### src/lcf_pkg.sv
`default_nettype none

package lcf_pkg;

    localparam logic [7:0] HUE_REGION = 8'd43;
    localparam logic [7:0] HUE_STEPS  = 8'd6;
    localparam logic [7:0] FULL       = 8'd255;

    // register indexes on the config channel
    localparam logic CFG_GRB_ORDER = 1'b0;
    localparam logic CFG_LEVEL     = 1'b1;

    // three bytes of a packed color, top byte first
    typedef struct packed {
        logic [7:0] hi;
        logic [7:0] mid;
        logic [7:0] lo;
    } color_t;

endpackage

`default_nettype wire

### src/led_color_formatter.sv
// LED color formatter.
// Input channel (in_valid/in_ready): one color request per beat, RGB or HSV
// per func, with optional square-law gamma on RGB values.
// Output channel (out_valid/out_ready): packed_color in RGB or GRB order and
// scaled_color, the same bytes scaled by level/255.
// Config channel (cfg_valid/cfg_ready, always ready): cfg_index 0 writes
// grb_order from cfg_data[0], index 1 writes level. Write only while idle.
// Throughput: one beat per cycle unless the output stalls; five register
// stages (hue split and gamma/p product, saturation products, q/t products
// and packing, level products, divide by 255 and output register).
// Stall: while out_valid is high and out_ready low the whole pipe holds and
// in_ready is low; nothing is dropped or repeated.
// Reset: all stage valids clear, grb_order = 1, level = 255.
`default_nettype none

module led_color_formatter
    import lcf_pkg::*;
(
    input  wire logic        clk,
    input  wire logic        rst_n,
    input  wire logic        in_valid,
    output logic             in_ready,
    input  wire logic        func,
    input  wire logic [7:0]  first_value,
    input  wire logic [7:0]  second_value,
    input  wire logic [7:0]  third_value,
    input  wire logic        apply_gamma,
    output logic             out_valid,
    input  wire logic        out_ready,
    output logic [23:0]      packed_color,
    output logic [23:0]      scaled_color,
    input  wire logic        cfg_valid,
    output logic             cfg_ready,
    input  wire logic        cfg_index,
    input  wire logic [7:0]  cfg_data
);

    typedef enum logic [2:0] {
        HUE_R_TO_Y = 3'd0,
        HUE_Y_TO_G = 3'd1,
        HUE_G_TO_C = 3'd2,
        HUE_C_TO_B = 3'd3,
        HUE_B_TO_M = 3'd4,
        HUE_M_TO_R = 3'd5
    } hue_region_t;

    function automatic logic [7:0] gamma_sq(input logic [7:0] c);
        logic [16:0] cp;
        logic [16:0] sq;
        begin
            cp = {9'b0, c} + 17'd1;
            sq = cp * cp - 17'd1;
            return sq[15:8];
        end
    endfunction

    logic advance;
    logic sc_valid;

    // ---------------- configuration ----------------
    logic       grb_order_reg;
    logic [7:0] level_reg;

    assign cfg_ready = 1'b1;

    always_ff @(posedge clk or negedge rst_n)
    begin
        if (!rst_n)
        begin
            grb_order_reg <= 1'b1;
            level_reg     <= FULL;
        end
        else if (cfg_valid)
        begin
            case (cfg_index)
                CFG_GRB_ORDER: grb_order_reg <= cfg_data[0];
                CFG_LEVEL:     level_reg     <= cfg_data;
                default:       ;
            endcase
        end
    end

    assign advance  = !sc_valid || out_ready;
    assign in_ready = advance;

    // ---------------- stage 1: hue split, gamma, p product ----------------
    hue_region_t s1_region_next;
    logic [7:0]  s1_base;
    logic [7:0]  s1_diff;
    logic [7:0]  s1_rem_next;

    always_comb
    begin
        if (first_value < HUE_REGION)
        begin
            s1_region_next = HUE_R_TO_Y;
            s1_base        = 8'd0;
        end
        else if (first_value < 8'(2 * HUE_REGION))
        begin
            s1_region_next = HUE_Y_TO_G;
            s1_base        = HUE_REGION;
        end
        else if (first_value < 8'(3 * HUE_REGION))
        begin
            s1_region_next = HUE_G_TO_C;
            s1_base        = 8'(2 * HUE_REGION);
        end
        else if (first_value < 8'(4 * HUE_REGION))
        begin
            s1_region_next = HUE_C_TO_B;
            s1_base        = 8'(3 * HUE_REGION);
        end
        else if (first_value < 8'(5 * HUE_REGION))
        begin
            s1_region_next = HUE_B_TO_M;
            s1_base        = 8'(4 * HUE_REGION);
        end
        else
        begin
            s1_region_next = HUE_M_TO_R;
            s1_base        = 8'(5 * HUE_REGION);
        end
        s1_diff     = first_value - s1_base;
        s1_rem_next = s1_diff * HUE_STEPS;
    end

    logic        s1_valid_reg;
    logic        s1_hsv_reg;
    hue_region_t s1_region_reg;
    logic [7:0]  s1_rem_reg;
    logic [7:0]  s1_sat_reg;
    logic [7:0]  s1_val_reg;
    logic [15:0] s1_pprod_reg;
    logic [7:0]  s1_r_reg;
    logic [7:0]  s1_g_reg;
    logic [7:0]  s1_b_reg;

    always_ff @(posedge clk or negedge rst_n)
    begin
        if (!rst_n)
            s1_valid_reg <= 1'b0;
        else if (advance)
            s1_valid_reg <= in_valid;
    end

    always_ff @(posedge clk)
    begin
        if (advance)
        begin
            s1_hsv_reg    <= func;
            s1_region_reg <= s1_region_next;
            s1_rem_reg    <= s1_rem_next;
            s1_sat_reg    <= second_value;
            s1_val_reg    <= third_value;
            s1_pprod_reg  <= {8'b0, third_value} * {8'b0, FULL - second_value};
            if (apply_gamma)
            begin
                s1_r_reg <= gamma_sq(first_value);
                s1_g_reg <= gamma_sq(second_value);
                s1_b_reg <= gamma_sq(third_value);
            end
            else
            begin
                s1_r_reg <= first_value;
                s1_g_reg <= second_value;
                s1_b_reg <= third_value;
            end
        end
    end

    // ---------------- stage 2: saturation products ----------------
    logic [15:0] s2_sr_prod;
    logic [15:0] s2_srn_prod;

    assign s2_sr_prod  = {8'b0, s1_sat_reg} * {8'b0, s1_rem_reg};
    assign s2_srn_prod = {8'b0, s1_sat_reg} * {8'b0, FULL - s1_rem_reg};

    logic        s2_valid_reg;
    logic        s2_hsv_reg;
    logic        s2_grey_reg;
    hue_region_t s2_region_reg;
    logic [7:0]  s2_val_reg;
    logic [7:0]  s2_p_reg;
    logic [7:0]  s2_qf_reg;
    logic [7:0]  s2_tf_reg;
    logic [7:0]  s2_r_reg;
    logic [7:0]  s2_g_reg;
    logic [7:0]  s2_b_reg;

    always_ff @(posedge clk or negedge rst_n)
    begin
        if (!rst_n)
            s2_valid_reg <= 1'b0;
        else if (advance)
            s2_valid_reg <= s1_valid_reg;
    end

    always_ff @(posedge clk)
    begin
        if (advance)
        begin
            s2_hsv_reg    <= s1_hsv_reg;
            s2_grey_reg   <= (s1_sat_reg == 8'd0);
            s2_region_reg <= s1_region_reg;
            s2_val_reg    <= s1_val_reg;
            s2_p_reg      <= s1_pprod_reg[15:8];
            s2_qf_reg     <= FULL - s2_sr_prod[15:8];
            s2_tf_reg     <= FULL - s2_srn_prod[15:8];
            s2_r_reg      <= s1_r_reg;
            s2_g_reg      <= s1_g_reg;
            s2_b_reg      <= s1_b_reg;
        end
    end

    // ---------------- stage 3: q/t products, region select, pack ----------------
    logic [15:0] s3_qprod;
    logic [15:0] s3_tprod;
    logic [7:0]  s3_q;
    logic [7:0]  s3_t;
    logic [7:0]  s3_r;
    logic [7:0]  s3_g;
    logic [7:0]  s3_b;
    color_t      s3_color_next;

    assign s3_qprod = {8'b0, s2_val_reg} * {8'b0, s2_qf_reg};
    assign s3_tprod = {8'b0, s2_val_reg} * {8'b0, s2_tf_reg};
    assign s3_q     = s3_qprod[15:8];
    assign s3_t     = s3_tprod[15:8];

    always_comb
    begin
        s3_r = s2_r_reg;
        s3_g = s2_g_reg;
        s3_b = s2_b_reg;
        if (s2_hsv_reg)
        begin
            case (s2_region_reg)
                HUE_R_TO_Y: begin s3_r = s2_val_reg; s3_g = s3_t;       s3_b = s2_p_reg;   end
                HUE_Y_TO_G: begin s3_r = s3_q;       s3_g = s2_val_reg; s3_b = s2_p_reg;   end
                HUE_G_TO_C: begin s3_r = s2_p_reg;   s3_g = s2_val_reg; s3_b = s3_t;       end
                HUE_C_TO_B: begin s3_r = s2_p_reg;   s3_g = s3_q;       s3_b = s2_val_reg; end
                HUE_B_TO_M: begin s3_r = s3_t;       s3_g = s2_p_reg;   s3_b = s2_val_reg; end
                default:    begin s3_r = s2_val_reg; s3_g = s2_p_reg;   s3_b = s3_q;       end
            endcase
            // zero saturation: grey, same in either channel order
            if (s2_grey_reg)
            begin
                s3_r = s2_val_reg;
                s3_g = s2_val_reg;
                s3_b = s2_val_reg;
            end
        end
        s3_color_next.hi  = grb_order_reg ? s3_g : s3_r;
        s3_color_next.mid = grb_order_reg ? s3_r : s3_g;
        s3_color_next.lo  = s3_b;
    end

    logic   s3_valid_reg;
    color_t s3_color_reg;

    always_ff @(posedge clk or negedge rst_n)
    begin
        if (!rst_n)
            s3_valid_reg <= 1'b0;
        else if (advance)
            s3_valid_reg <= s2_valid_reg;
    end

    always_ff @(posedge clk)
    begin
        if (advance)
            s3_color_reg <= s3_color_next;
    end

    // ---------------- stages 4 and 5: brightness scaling ----------------
    color_t sc_packed;
    color_t sc_scaled;

    lcf_scale u_scale (
        .clk        (clk),
        .rst_n      (rst_n),
        .en         (advance),
        .in_valid   (s3_valid_reg),
        .in_color   (s3_color_reg),
        .level      (level_reg),
        .out_valid  (sc_valid),
        .out_packed (sc_packed),
        .out_scaled (sc_scaled)
    );

    assign out_valid    = sc_valid;
    assign packed_color = sc_packed;
    assign scaled_color = sc_scaled;

endmodule

`default_nettype wire

### src/lcf_scale.sv
`default_nettype none

module lcf_scale
    import lcf_pkg::*;
(
    input  wire logic       clk,
    input  wire logic       rst_n,
    input  wire logic       en,
    input  wire logic       in_valid,
    input  wire color_t     in_color,
    input  wire logic [7:0] level,
    output logic            out_valid,
    output color_t          out_packed,
    output color_t          out_scaled
);

    // floor(x / 255), exact for any 16-bit x whose quotient fits in 8 bits
    function automatic logic [7:0] div255(input logic [15:0] x);
        logic [16:0] sum;
        begin
            sum = {1'b0, x} + 17'd1 + {9'b0, x[15:8]};
            return sum[15:8];
        end
    endfunction

    logic        prod_valid_reg;
    color_t      prod_color_reg;
    logic [15:0] prod_hi_reg;
    logic [15:0] prod_mid_reg;
    logic [15:0] prod_lo_reg;

    logic        out_valid_reg;
    color_t      out_packed_reg;
    color_t      out_scaled_reg;

    always_ff @(posedge clk or negedge rst_n)
    begin
        if (!rst_n)
        begin
            prod_valid_reg <= 1'b0;
            out_valid_reg  <= 1'b0;
        end
        else if (en)
        begin
            prod_valid_reg <= in_valid;
            out_valid_reg  <= prod_valid_reg;
        end
    end

    always_ff @(posedge clk)
    begin
        if (en)
        begin
            prod_color_reg     <= in_color;
            prod_hi_reg        <= {8'b0, in_color.hi}  * {8'b0, level};
            prod_mid_reg       <= {8'b0, in_color.mid} * {8'b0, level};
            prod_lo_reg        <= {8'b0, in_color.lo}  * {8'b0, level};
            out_packed_reg     <= prod_color_reg;
            out_scaled_reg.hi  <= div255(prod_hi_reg);
            out_scaled_reg.mid <= div255(prod_mid_reg);
            out_scaled_reg.lo  <= div255(prod_lo_reg);
        end
    end

    assign out_valid  = out_valid_reg;
    assign out_packed = out_packed_reg;
    assign out_scaled = out_scaled_reg;

endmodule

`default_nettype wire

### config.mk
export PLATFORM = sky130hd
export DESIGN_NAME = led_color_formatter
export DESIGN_NICKNAME = d
export VERILOG_FILES = /design/src/lcf_pkg.sv /design/src/led_color_formatter.sv /design/src/lcf_scale.sv
export SDC_FILE = /design/constraint.sdc
export NUM_CORES = 2
export LEC_CHECK = 0
export BUFFER_PORTS_ARGS = -buffer_cell sky130_fd_sc_hd__buf_2
export CAP_MARGIN = 20
export CORE_MARGIN = 1.5
export CORE_UTILIZATION = 46
export CTS_BUF_LIST = sky130_fd_sc_hd__clkbuf_2 sky130_fd_sc_hd__clkbuf_4 sky130_fd_sc_hd__clkbuf_8
export DETAILED_ROUTE_END_ITERATION = 10
export GPL_TIMING_DRIVEN = 1
export PLACE_DENSITY = 0.7
export SLEW_MARGIN = 20
export SYNTH_ARGS = -nofsm -noshare
export SYNTH_HDL_FRONTEND = slang
export SYNTH_SLANG_ARGS = --single-unit
### constraint.sdc
create_clock -name clk -period 8.06 [get_ports clk]
set_clock_uncertainty 0.2 [all_clocks]
set_input_delay 0.403 -clock clk [delete_from_list [all_inputs] [get_ports clk]]
set_output_delay 0.403 -clock clk [all_outputs]
set_load 0.1 [all_outputs]
==> flow_summary.ini <==
[critical_path]
cp_cell_sequence = dlygate4sd3_1 > buf_2 > nand4_1 > or2_2 > xor2_1 > inv_1 > nand2_1 > fa_1 > fa_1 > inv_1 > fa_1 > fa_1 > inv_1 > fa_1 > inv_1 > ha_1 > a21oi_1 > nor2_1 > a21oi_1 > a31oi_1 > a31o_2 > a21oi_1 > xnor2_1 > mux2_2
path_class = input port to flop
crit_arrival_ns = 6.84
crit_slowest_cell = dlygate4sd3_1
ff2ff_setup_slack_ns = 2.25
r2r-start = s2_val_reg[3]$_DFFE_PP_
cp.required_ns = 8.23
cp_slowest_stage_delay_ns = 0.52
critPathMaxFanout = 15
end_kind = flop
rr_worst_depth = 15
cp_common_cell = fa_1
cp-start-kind = input port
rr_endpoint = s3_color_reg[8]$_DFFE_PP_

[timing]
fin_setup_tns_ns = 0
min_period_ns = 6.67
worstMarginPinSlew_ns = 0.955
hold_viol = 0
fmax_mhz = 150
post-route-period-util = 0.827
slew_violations = 0
max_slew_margin = 0.363
setup_viol_count_final = 0
rsz0062_at_grt = no

[placement]
routabilityCongestion = 0.961
place_hpwl_mm = 52.9
portBuffers = 89

[drt]
routed_wl_mm = 67.5
wl_per_cell_um = 15.4
first_pass_iters = 5
drc = 0
post_drt_via_cell_ratio = 5.10
drt_iter0_markers = 1129
wl_met1_mm = 31.3
antenna_left = 0
route.met2.wl_mm = 31.8
top_layer = met4
wl_met3_mm = 2.90
vias = 22400

[final_layout]
fin_nets = 4269
drive_above_1_share = 0.0713
n_fill_cell = 6478
area_delta_synth_final_pct = 8.00

[worst_hold_path]
hold_path_end = s1_val_reg[3]$_DFFE_PP_
min-delay-start = third_value[3]
hold_class = input port to flop
min_path_cells = 1

[cts]
cts_root_buf = clkbuf_8
numCtsBuffers = 48
cts_tree = done
max-clock-path-buffers = 3
htreeDepth = 2
clk_pin_slew_worst_paths_ns = 0.05
post_cts_buffers = 0
clk_latency_ns = 0.65
cts.sink_count = 278

[floorplan]
die_area_um2 = 74100
die_x_um = 272
core_um2 = 71600
rows = 98
io_pins = 91
die_h_um = 272
start_util = 0.466

[logic_synthesis]
ys_types = 89
ys_seq_area_frac = 0.249
yosysWarnings = 0
synthTopCellsByCount = inv_1 (619), ha_1 (424), fa_1 (404)
netlist_area_um2 = 33300
synthFlopType = edfxtp_1
synthArstFlopShare = 0.0504
synth_edf_count = 264
yosys_register_bits = 278
synth_cells = 3298
synthDominantCellAreaShare = 0.243
syn_avg_cell_area_um2 = 10.1
synth_top_area_cell = fa_1
synth_most_common_cell = inv_1
synth_area_leaders = fa_1 (24%), edfxtp_1 (24%), ha_1 (16%)

[global_route]
grt_pass1_wl_mm = 114
grt.total_usage = 0.188
grt_pass1_vias = 23000
grt_remaining_overflow = 0
grt_max_degree = 115
grt_antenna_before_repair = 1

[status]
status = completed

[flow_run]
drv_cap = 0
## cells in the final DEF (no fill, tap or decap), types with 43 or more instances in the layout
master,netlist,final
inv_1,619,618
ha_1,424,424
fa_1,404,404
nand2_1,300,300
edfxtp_1,264,264
and2_1,237,237
nor2_1,153,153
xnor2_1,115,115
buf_2,3,89
nor2b_1,76,76
a21oi_1,74,74
nand2b_1,57,57
clkbuf_8,0,51
xor2_1,47,47
o21ai_0,43,43
## per-layer routing
layer / track usage / vias to the layer above
met3: 0.0234 / 115
met4: 0.0531 / 0
li1: - / 10800
met1: 0.254 / 11000
met2: 0.316 / 472
met5: 0 / -
## final cells by class
| class | instances | area [um^2] | area share |
|---|---|---|---|
| multi-input combinational | 2323 | 22400 | 0.622 |
| sequential | 278 | 8290 | 0.230 |
| inverter | 621 | 2340 | 0.0650 |
| tap | 950 | 1190 | 0.0330 |
| timing repair buffer | 129 | 821 | 0.0228 |
| clock buffer | 65 | 807 | 0.0224 |
| clock inverter | 19 | 165 | 0.00459 |
| antenna | 2 | 5.00 | 0.000139 |
## how the worst max path moves through the flow
stage	startpoint	end	slack, ns
final	second_value[2]	s1_g_reg[6]$_DFFE_PP_	1.39
after global routing	second_value[0]	s1_g_reg[6]$_DFFE_PP_	0.96
after CTS	second_value[2]	s1_g_reg[6]$_DFFE_PP_	1.46
after detailed placement	second_value[2]	s1_g_reg[6]$_DFFE_PP_	1.32
after global placement	second_value[0]	s1_g_reg[6]$_DFFE_PP_	1.44
after floorplan	u_scale.out_valid$_DFFE_PN0P_	s1_b_reg[0]$_DFFE_PP_	0.42
## worst max-delay path: cells and delay by family
family / cells / cell delay (ns)
buffers and inverters: 6 / 1.17
AND/OR/NAND/NOR: 4 / 0.68
AO/OA/AOI/OAI: 5 / 1.18
adder cells (fa/ha/maj): 6 / 2.74
multiplexers: 1 / 0.26
XOR/XNOR: 2 / 0.42
## kinds of logic after synthesis
family	after synthesis	share of synthesized area
compound gates	306	0.0648
xor+xnor	162	0.0426
fa+ha+maj	828	0.402
buf+inv	713	0.0815
flops	278	0.249
mux	34	0.0117
other cells	2	0.000225
simple gates	975	0.149
## metrics by stage
| stage | worst slack, ns | hold slack [ns] | instances | utilization | cell area [um^2] |
|---|---|---|---|---|---|
| global route | 0.962 | 0.00852 | 4386 | 0.503 | 36000 |
| floorplan | 0.421 | -0.0926 | 3314 | - | 33400 |
| finish | 1.39 | 0.0452 | 4387 | 0.503 | 36000 |
| detailed placement | 1.32 | 0.170 | 4271 | 0.485 | 34700 |
| CTS | 1.46 | 0.00276 | 4385 | 0.503 | 36000 |
| global placement | 1.44 | 0.171 | 4271 | 0.485 | 34700 |
## timing repair
action                                 4_1_cts  5_1_grt
resized for setup                            0        0
hold buffers                                30        0
endpoints found under the hold margin       42        0
Power is not shown: default switching activity piles up to over one toggle a cycle in this logic, so the estimate is an artifact.
